**config.mk**
```make
export PLATFORM = sky130hd
export DESIGN_NAME = three_axis_line_stepper
export DESIGN_NICKNAME = d
export VERILOG_FILES = /design/src/lstp_pkg.sv /design/src/lstp_cfg_regs.sv /design/src/lstp_engine.sv /design/src/three_axis_line_stepper.sv
export SDC_FILE = /design/constraint.sdc
export NUM_CORES = 2
export LEC_CHECK = 0
export ABC_AREA = 1
export BUFFER_PORTS_ARGS = -buffer_cell sky130_fd_sc_hd__buf_2
export CORE_MARGIN = 8
export CORE_UTILIZATION = 41
export CTS_BUF_LIST = sky130_fd_sc_hd__clkbuf_16
export CTS_CLUSTER_SIZE = 12
export DETAILED_ROUTE_END_ITERATION = 12
export HOLD_SLACK_MARGIN = 0.1
export SYNTH_ARGS = -nofsm -noshare
export SYNTH_HDL_FRONTEND = slang
export SYNTH_SLANG_ARGS = --single-unit
```
**constraint.sdc**
```tcl
create_clock -name clk_i -period 14.4 [get_ports clk_i]
set_input_delay 0 -clock clk_i [delete_from_list [all_inputs] [get_ports clk_i]]
set_output_delay 0 -clock clk_i [all_outputs]
set_load 0.005 [all_outputs]
```
**src/lstp_pkg.sv**
```systemverilog
package lstp_pkg;

  // Fixed field widths of the words on the ports.
  localparam int COORD_BITS   = 16;
  localparam int POS_BITS_DEF = 32;
  localparam int SPU_BITS     = 8;
  localparam int CFG_IDX_BITS = 2;

  localparam logic [SPU_BITS-1:0] SPU_RESET = 8'd50;

  // Configuration register indexes.
  localparam logic [CFG_IDX_BITS-1:0] CFG_SPU_X = 2'd0;
  localparam logic [CFG_IDX_BITS-1:0] CFG_SPU_Y = 2'd1;
  localparam logic [CFG_IDX_BITS-1:0] CFG_SPU_Z = 2'd2;

  // Command codes.
  localparam logic CMD_LOAD = 1'b0;
  localparam logic CMD_TICK = 1'b1;

  typedef enum logic [1:0] {
    AXIS_X = 2'd0,
    AXIS_Y = 2'd1,
    AXIS_Z = 2'd2
  } axis_e;

  typedef struct packed {
    logic                         cmd;
    logic signed [COORD_BITS-1:0] target_x;
    logic signed [COORD_BITS-1:0] target_y;
    logic signed [COORD_BITS-1:0] target_z;
  } in_word_t;

  typedef struct packed {
    logic step_x;
    logic step_y;
    logic step_z;
    logic dir_x;
    logic dir_y;
    logic dir_z;
    logic move_done;
    logic busy_res;
    logic load_rejected;
  } out_word_t;

  // Steps-per-unit settings handed from the register file to the engine.
  typedef struct packed {
    logic [SPU_BITS-1:0] spu_x;
    logic [SPU_BITS-1:0] spu_y;
    logic [SPU_BITS-1:0] spu_z;
  } spu_cfg_t;

endpackage

```
**src/lstp_cfg_regs.sv**
```systemverilog
module lstp_cfg_regs import lstp_pkg::*; (
  input  logic                    clk_i,
  input  logic                    rst_ni,
  input  logic                    cfg_we_i,
  input  logic [CFG_IDX_BITS-1:0] cfg_idx_i,
  input  logic [SPU_BITS-1:0]     cfg_data_i,
  output spu_cfg_t                cfg_o
);

  spu_cfg_t cfg_q, cfg_d;

  // Decode the write; an index beyond the register list is dropped.
  always_comb begin
    cfg_d = cfg_q;
    if (cfg_we_i) begin
      case (cfg_idx_i)
        CFG_SPU_X: cfg_d.spu_x = cfg_data_i;
        CFG_SPU_Y: cfg_d.spu_y = cfg_data_i;
        CFG_SPU_Z: cfg_d.spu_z = cfg_data_i;
        default:   cfg_d = cfg_q;
      endcase
    end
  end

  always_ff @(posedge clk_i or negedge rst_ni) begin
    if (!rst_ni) begin
      cfg_q.spu_x <= SPU_RESET;
      cfg_q.spu_y <= SPU_RESET;
      cfg_q.spu_z <= SPU_RESET;
    end else begin
      cfg_q <= cfg_d;
    end
  end

  assign cfg_o = cfg_q;

endmodule

```
**src/lstp_engine.sv**
```systemverilog
module lstp_engine import lstp_pkg::*; #(
  parameter int POS_BITS = POS_BITS_DEF
) (
  input  logic      clk_i,
  input  logic      rst_ni,
  input  logic      fire_i,
  input  in_word_t  word_i,
  input  spu_cfg_t  cfg_i,
  output out_word_t res_o
);

  // Positions only ever hold wrapped targets, so the narrower width is enough.
  localparam int EFF = (COORD_BITS < POS_BITS) ? COORD_BITS : POS_BITS;
  localparam int MB  = EFF + 1;
  localparam int PB  = MB + SPU_BITS;
  localparam int DB  = EFF + SPU_BITS;
  localparam int EB  = DB + 3;

  logic signed [EFF-1:0] pos_x_q, pos_y_q, pos_z_q;
  logic signed [EFF-1:0] pos_x_d, pos_y_d, pos_z_d;
  logic [DB-1:0]         dist_x_q, dist_y_q, dist_z_q;
  logic [DB-1:0]         dist_x_d, dist_y_d, dist_z_d;
  logic signed [EB-1:0]  err_f_q, err_s_q, err_f_d, err_s_d;
  logic [DB-1:0]         left_q, left_d;
  axis_e                 drv_q, drv_d;
  logic [2:0]            dirs_q, dirs_d;
  logic                  active_q, active_d;

  logic signed [EFF-1:0] tgt_x, tgt_y, tgt_z;
  logic signed [MB-1:0]  dlt_x, dlt_y, dlt_z;
  logic [MB-1:0]         mag_x, mag_y, mag_z;
  logic [PB-1:0]         prod_x, prod_y, prod_z;
  logic [DB-1:0]         new_x, new_y, new_z;
  logic [2:0]            new_dirs;
  axis_e                 new_drv;
  logic [DB-1:0]         ld_m, ld_f, ld_s;
  logic [DB-1:0]         tk_m, tk_f, tk_s;
  logic                  hit_f, hit_s;
  logic [2:0]            tk_steps;

  // Load path: wrap the target, take the distance and scale it.
  assign tgt_x = word_i.target_x[EFF-1:0];
  assign tgt_y = word_i.target_y[EFF-1:0];
  assign tgt_z = word_i.target_z[EFF-1:0];

  assign dlt_x = $signed({tgt_x[EFF-1], tgt_x}) - $signed({pos_x_q[EFF-1], pos_x_q});
  assign dlt_y = $signed({tgt_y[EFF-1], tgt_y}) - $signed({pos_y_q[EFF-1], pos_y_q});
  assign dlt_z = $signed({tgt_z[EFF-1], tgt_z}) - $signed({pos_z_q[EFF-1], pos_z_q});

  assign mag_x = dlt_x[MB-1] ? MB'(-dlt_x) : MB'(dlt_x);
  assign mag_y = dlt_y[MB-1] ? MB'(-dlt_y) : MB'(dlt_y);
  assign mag_z = dlt_z[MB-1] ? MB'(-dlt_z) : MB'(dlt_z);

  assign new_dirs = {!dlt_z[MB-1] && (dlt_z != '0),
                     !dlt_y[MB-1] && (dlt_y != '0),
                     !dlt_x[MB-1] && (dlt_x != '0)};

  assign prod_x = PB'(mag_x) * PB'(cfg_i.spu_x);
  assign prod_y = PB'(mag_y) * PB'(cfg_i.spu_y);
  assign prod_z = PB'(mag_z) * PB'(cfg_i.spu_z);
  assign new_x  = prod_x[DB-1:0];
  assign new_y  = prod_y[DB-1:0];
  assign new_z  = prod_z[DB-1:0];

  // Driving axis: largest distance, ties go to x, then y.
  always_comb begin
    if (new_x >= new_y && new_x >= new_z) begin
      new_drv = AXIS_X;
    end else if (new_y >= new_z) begin
      new_drv = AXIS_Y;
    end else begin
      new_drv = AXIS_Z;
    end
  end

  always_comb begin
    case (new_drv)
      AXIS_Y: begin
        ld_m = new_y; ld_f = new_x; ld_s = new_z;
      end
      AXIS_Z: begin
        ld_m = new_z; ld_f = new_y; ld_s = new_x;
      end
      default: begin
        ld_m = new_x; ld_f = new_y; ld_s = new_z;
      end
    endcase
  end

  // Tick path: pick the stored distances for the current pairing.
  always_comb begin
    case (drv_q)
      AXIS_Y: begin
        tk_m = dist_y_q; tk_f = dist_x_q; tk_s = dist_z_q;
      end
      AXIS_Z: begin
        tk_m = dist_z_q; tk_f = dist_y_q; tk_s = dist_x_q;
      end
      default: begin
        tk_m = dist_x_q; tk_f = dist_y_q; tk_s = dist_z_q;
      end
    endcase
  end

  assign hit_f = !err_f_q[EB-1];
  assign hit_s = !err_s_q[EB-1];

  // Step bits in x, y, z order for the current driving axis.
  always_comb begin
    case (drv_q)
      AXIS_Y:  tk_steps = {hit_s, 1'b1, hit_f};
      AXIS_Z:  tk_steps = {1'b1, hit_f, hit_s};
      default: tk_steps = {hit_s, hit_f, 1'b1};
    endcase
  end

  // Next state and the result word.
  always_comb begin
    pos_x_d  = pos_x_q;
    pos_y_d  = pos_y_q;
    pos_z_d  = pos_z_q;
    dist_x_d = dist_x_q;
    dist_y_d = dist_y_q;
    dist_z_d = dist_z_q;
    err_f_d  = err_f_q;
    err_s_d  = err_s_q;
    left_d   = left_q;
    drv_d    = drv_q;
    dirs_d   = dirs_q;
    active_d = active_q;
    res_o    = '0;

    if (word_i.cmd == CMD_LOAD) begin
      if (active_q) begin
        res_o.load_rejected = 1'b1;
      end else begin
        pos_x_d  = tgt_x;
        pos_y_d  = tgt_y;
        pos_z_d  = tgt_z;
        dist_x_d = new_x;
        dist_y_d = new_y;
        dist_z_d = new_z;
        drv_d    = new_drv;
        dirs_d   = new_dirs;
        err_f_d  = $signed({2'b00, ld_f, 1'b0}) - $signed({3'b000, ld_m});
        err_s_d  = $signed({2'b00, ld_s, 1'b0}) - $signed({3'b000, ld_m});
        left_d   = ld_m;
        active_d = (ld_m != '0);
        res_o.move_done = (ld_m == '0);
      end
    end else if (active_q) begin
      err_f_d = err_f_q - (hit_f ? $signed({2'b00, tk_m, 1'b0}) : $signed(EB'(0)))
              + $signed({2'b00, tk_f, 1'b0});
      err_s_d = err_s_q - (hit_s ? $signed({2'b00, tk_m, 1'b0}) : $signed(EB'(0)))
              + $signed({2'b00, tk_s, 1'b0});
      left_d  = left_q - DB'(1);
      {res_o.step_z, res_o.step_y, res_o.step_x} = tk_steps;
      if (left_q == DB'(1)) begin
        active_d        = 1'b0;
        res_o.move_done = 1'b1;
      end
    end else begin
      res_o.move_done = 1'b1;
    end

    {res_o.dir_z, res_o.dir_y, res_o.dir_x} = dirs_d;
    res_o.busy_res = active_d;
  end

  always_ff @(posedge clk_i or negedge rst_ni) begin
    if (!rst_ni) begin
      pos_x_q  <= '0;
      pos_y_q  <= '0;
      pos_z_q  <= '0;
      dist_x_q <= '0;
      dist_y_q <= '0;
      dist_z_q <= '0;
      err_f_q  <= '0;
      err_s_q  <= '0;
      left_q   <= '0;
      drv_q    <= AXIS_X;
      dirs_q   <= '0;
      active_q <= 1'b0;
    end else if (fire_i) begin
      pos_x_q  <= pos_x_d;
      pos_y_q  <= pos_y_d;
      pos_z_q  <= pos_z_d;
      dist_x_q <= dist_x_d;
      dist_y_q <= dist_y_d;
      dist_z_q <= dist_z_d;
      err_f_q  <= err_f_d;
      err_s_q  <= err_s_d;
      left_q   <= left_d;
      drv_q    <= drv_d;
      dirs_q   <= dirs_d;
      active_q <= active_d;
    end
  end

  // A running move always has ticks left.
  a_active_left: assert property (@(posedge clk_i) disable iff (!rst_ni)
    active_q |-> (left_q != '0))
    else $error("active move with no ticks left");

  // The tick that uses up the last step ends the move.
  a_last_tick: assert property (@(posedge clk_i) disable iff (!rst_ni)
    (fire_i && word_i.cmd == CMD_TICK && active_q && left_q == DB'(1)) |=> !active_q)
    else $error("move did not end on its last tick");

  // A rejected load leaves the position alone.
  a_reject_hold: assert property (@(posedge clk_i) disable iff (!rst_ni)
    (fire_i && word_i.cmd == CMD_LOAD && active_q) |=>
      ($stable(pos_x_q) && $stable(pos_y_q) && $stable(pos_z_q)))
    else $error("rejected load moved the position");

  // During a move the driving axis has the largest distance.
  a_drv_max: assert property (@(posedge clk_i) disable iff (!rst_ni)
    active_q |-> (tk_m >= tk_f && tk_m >= tk_s))
    else $error("driving axis is not the longest");

endmodule

```
**src/three_axis_line_stepper.sv**
```systemverilog
// Channel   Direction  Word         Handshake
// in        input      in_word_t    in_valid_i / in_stall_o
// out       output     out_word_t   out_valid_o / out_stall_i
// cfg       input      spu x, y, z  cfg_we_i, cfg_idx_i, cfg_data_i
//
// Each word passes through the input register, then through the engine into the
// output register. One word a cycle is taken while the output side keeps up;
// the load path's three scaling multiplies and the tick's error update set the
// cycle time.
// Reset clears the move state, sets the steps-per-unit registers to 50 and
// empties both registers. A stalled output holds its word; the input register
// still takes one more word before in_stall_o rises.
module three_axis_line_stepper import lstp_pkg::*; #(
  parameter int POS_BITS = POS_BITS_DEF
) (
  input  logic                    clk_i,
  input  logic                    rst_ni,
  input  logic                    in_valid_i,
  output logic                    in_stall_o,
  input  in_word_t                in_word_i,
  output logic                    out_valid_o,
  input  logic                    out_stall_i,
  output out_word_t               out_word_o,
  input  logic                    cfg_we_i,
  input  logic [CFG_IDX_BITS-1:0] cfg_idx_i,
  input  logic [SPU_BITS-1:0]     cfg_data_i
);

  in_word_t  in_q;
  logic      in_valid_q, in_valid_d;
  out_word_t out_q, res;
  logic      out_valid_q, out_valid_d;
  logic      advance, fire, accept;
  spu_cfg_t  cfg;

  lstp_cfg_regs u_cfg (
    .clk_i      (clk_i),
    .rst_ni     (rst_ni),
    .cfg_we_i   (cfg_we_i),
    .cfg_idx_i  (cfg_idx_i),
    .cfg_data_i (cfg_data_i),
    .cfg_o      (cfg)
  );

  lstp_engine #(
    .POS_BITS (POS_BITS)
  ) u_engine (
    .clk_i  (clk_i),
    .rst_ni (rst_ni),
    .fire_i (fire),
    .word_i (in_q),
    .cfg_i  (cfg),
    .res_o  (res)
  );

  // Pipeline flow: the output register frees up when empty or taken.
  assign advance    = !out_valid_q || !out_stall_i;
  assign fire       = in_valid_q && advance;
  assign in_stall_o = in_valid_q && !advance;
  assign accept     = in_valid_i && !in_stall_o;

  always_comb begin
    in_valid_d = in_valid_q;
    if (accept) begin
      in_valid_d = 1'b1;
    end else if (fire) begin
      in_valid_d = 1'b0;
    end
    out_valid_d = advance ? in_valid_q : out_valid_q;
  end

  always_ff @(posedge clk_i or negedge rst_ni) begin
    if (!rst_ni) begin
      in_valid_q  <= 1'b0;
      out_valid_q <= 1'b0;
    end else begin
      in_valid_q  <= in_valid_d;
      out_valid_q <= out_valid_d;
    end
  end

  // Payload registers.
  always_ff @(posedge clk_i) begin
    if (accept) begin
      in_q <= in_word_i;
    end
    if (fire) begin
      out_q <= res;
    end
  end

  assign out_valid_o = out_valid_q;
  assign out_word_o  = out_q;

  // A word held in the input register is not lost while the output stalls.
  a_in_hold: assert property (@(posedge clk_i) disable iff (!rst_ni)
    in_stall_o |=> in_valid_q)
    else $error("input word dropped during stall");

  // Each engine pass lands in the output register.
  a_fire_out: assert property (@(posedge clk_i) disable iff (!rst_ni)
    fire |=> out_valid_q)
    else $error("engine result not registered");

endmodule
```
==> run metrics <==
flip-flop and latch count after synthesis=286; number of rows in the core area=110; Chip Width=316 um; GR Overflow Total=0; count of non-filler cells in the finished layout=6377; cell mode on critical path=sky130_fd_sc_hd__nand2_1; sequential cell area fraction in the yosys report=0.202; min cycle time layout=13170 ps; post-route DRC violation count=0; fraction of final layout cells sized beyond drive strength 1=0.0525; final count of hold timing violations=0; clock edge transition at the registers on the reported setup and hold paths=50 ps; number of distinct library cells after synthesis=71; Initial Utilization=0.412; weighted congestion at the end of routability-driven global placement=0.959; DP Wirelength=87500 um; initial antenna violation count=2; endpoints failing setup=0; fmax=75.9 MHz; average wire length per cell after detail routing=17.2 um; Max Clock Skew=40.6 ps; setup repair after global routing missed its margin=no; sum of negative setup slack=0 ps; library cell contributing the largest single delay on the critical path=sky130_fd_sc_hd__xnor2_1; top cells by area in the synthesized netlist=sky130_fd_sc_hd__fa_1, sky130_fd_sc_hd__dfrtp_1, sky130_fd_sc_hd__nand2_1; number of cells after detailed placement=6243; capturing element type of the critical path=register; clock latency on the worst-skew pair=590 ps; fin crit share=0.915; share of async-settable or async-resettable flops after synthesis=0.797; max_cap viols=0; CP max stage delay=650 ps; data required time at the worst endpoint=14850 ps; most repeated cell in the gate-level netlist after synthesis=sky130_fd_sc_hd__nand2_1; kind of start point of the critical path=register; cell area after technology mapping=36800 sq um; number of enable-type register cells in the synthesized netlist=58; Yosys top cell area share=0.175; Clock Path Buffers=3; minimum hold slack=117 ps; pin count of the biggest net entering global routing=98; Buffers on Ports=74; GRT Util Overall=0.219; num ports=75; Min-Delay Path Class=in -> async; CTS tree=yes; number of buffers added by the clock tree synthesis step=38; core occupancy in the finished layout=0.450; number of DRC markers in iteration 0=2347; endpoint arrival time on the critical path=13620 ps; start-to-end type of the worst setup path=reg -> reg; run status=completed; wire length of the first global-routing pass=176000 um; post-synthesis area per instance=7.21 sq um; Die Height=316 um; iteration count of the initial detailed-routing pass=6; # H-tree levels=2; area growth from synthesis to layout=9.37%; YS warnings=0; antenna cell count=0; most used standard cells in the synthesized netlist=sky130_fd_sc_hd__nand2_1, sky130_fd_sc_hd__inv_1, sky130_fd_sc_hd__nor2_1; number of fill cells=9252; syn_nets=5839; final number of max-transition violations=0; area enclosed by the die boundary=99700 sq um; cell type contributing the most total cell area after synthesis=sky130_fd_sc_hd__fa_1; clk sink count=286; post-CTS setup-driven buffer insertion count=0; cells after synthesis=5107; aggregate routed wire length=110000 um; most used flip-flop cell after synthesis=sky130_fd_sc_hd__dfrtp_1; count of vias placed by the detailed router=32900; via count of the first global-routing pass=32300; buffer type at the clock tree root=sky130_fd_sc_hd__clkbuf_16; remaining number of nets flagged by the antenna check after routing=0; core area=89500 sq um; worst rel slew slack=0.235; transition time of the tightest slew-check pin=1140 ps; Max Fanout on Critical Path=46; Vias per Instance=5.16; net count reported at finish=5905
[critical path: cells and delay by family, from the launching register on]
family / cells / cell delay (ps)
flops: 1 / 380
xor+xnor: 2 / 1100
compound gates: 16 / 3090
buf+inv: 9 / 1410
fa+ha+maj: 9 / 3440
simple gates: 36 / 3570
[final cells by class]
class / instances / area, sq um / share of cell area
Timing Repair Buffer: 162 / 1210 / 0.0299
Sequential cell: 286 / 7460 / 0.185
Inverter: 878 / 3310 / 0.0820
Tap cell: 1176 / 1470 / 0.0365
Multi-Input combinational cell: 3807 / 25600 / 0.634
Clock buffer: 39 / 976 / 0.0242
Clock inverter: 29 / 309 / 0.00767
[logic make-up (layout without fill, tap and decap cells)]
logic type	count (synthesis)	in the layout	share of synthesized area
flops	286	286	0.202
compound gates	897	897	0.135
simple gates	2123	2123	0.236
fa+ha+maj	668	668	0.293
buf+inv	1014	1108	0.105
xor+xnor	119	119	0.0285
[through the flow]
step / setup WS (ps) / cell area [sq um]
2_1_floorplan: 3690 / 36800
3_3_place_gp: 1380 / 38300
3_5_place_dp: 1090 / 38300
4_1_cts: 1030 / 40300
5_1_grt: 37.3 / 40300
6_report: 1230 / 40300
[final timing paths]
check                                   endpoint  cells past startpoint             startpoint  slack (ps)
setup / recovery            u_engine.err_f_q[24]                     72    u_engine.pos_y_q[0]        1230
hold reg to reg            u_engine.dist_y_q[23]                      2  u_engine.dist_y_q[23]         480
hold / removal              u_engine.err_s_q[26]                      2                 rst_ni         120
setup reg to reg            u_engine.err_f_q[24]                     72    u_engine.pos_y_q[0]        1230
min in group clk_i                      in_q[34]                      2          in_word_i[34]         140
max in group asynchronous    u_engine.left_q[20]                      3                 rst_ni       12750
[registers in the layout (all words and copies together), names as in the netlist, 2 cells and up]
signal / cells
out_word_o: 9
u_engine.pos_x_q: 16
u_engine.err_f_q: 26
in_q: 49
u_engine.pos_y_q: 16
u_engine.dirs_q: 3
u_cfg.cfg_o: 24
u_engine.drv_q: 2
u_engine.dist_x_q: 24
u_engine.dist_y_q: 24
u_engine.dist_z_q: 24
u_engine.left_q: 24
u_engine.pos_z_q: 16
u_engine.err_s_q: 26
[cell usage in the layout (no fill, tap or decap), types with 23 or more instances in the layout]
cell	n
sky130_fd_sc_hd__ha_1	346
sky130_fd_sc_hd__o221ai_1	29
sky130_fd_sc_hd__dlygate4sd3_1	66
sky130_fd_sc_hd__o21a_1	35
sky130_fd_sc_hd__or2_2	23
sky130_fd_sc_hd__a21oi_1	285
sky130_fd_sc_hd__dfrtp_1	219
sky130_fd_sc_hd__nor2_1	480
sky130_fd_sc_hd__nand4_1	32
sky130_fd_sc_hd__inv_1	857
sky130_fd_sc_hd__fa_1	322
sky130_fd_sc_hd__buf_2	73
sky130_fd_sc_hd__xor2_1	73
sky130_fd_sc_hd__xnor2_1	43
sky130_fd_sc_hd__nand3_1	185
sky130_fd_sc_hd__nor3_1	24
sky130_fd_sc_hd__a31oi_1	38
sky130_fd_sc_hd__edfxtp_1	58
sky130_fd_sc_hd__o21ai_0	420
sky130_fd_sc_hd__nand2_1	1293
sky130_fd_sc_hd__clkbuf_16	39
[metal layers]
metal | share of wire | track usage | up-vias
met5 | 0 | 0 | -
met4 | 0.039 | 0.0833 | 0
met3 | 0.061 | 0.0329 | 174
met2 | 0.44 | 0.351 | 939
met1 | 0.46 | 0.298 | 15400
li1 | - | - | 16400
[repair_timing]
action                                  4_1_cts  5_1_grt
resized for setup                             0        4
hold buffers                                 66        0
endpoints found under the hold margin       170        0
endpoints found under the setup margin        0        4
Power is not shown: default switching activity piles up to over one toggle a cycle in this logic, so the estimate is an artifact.
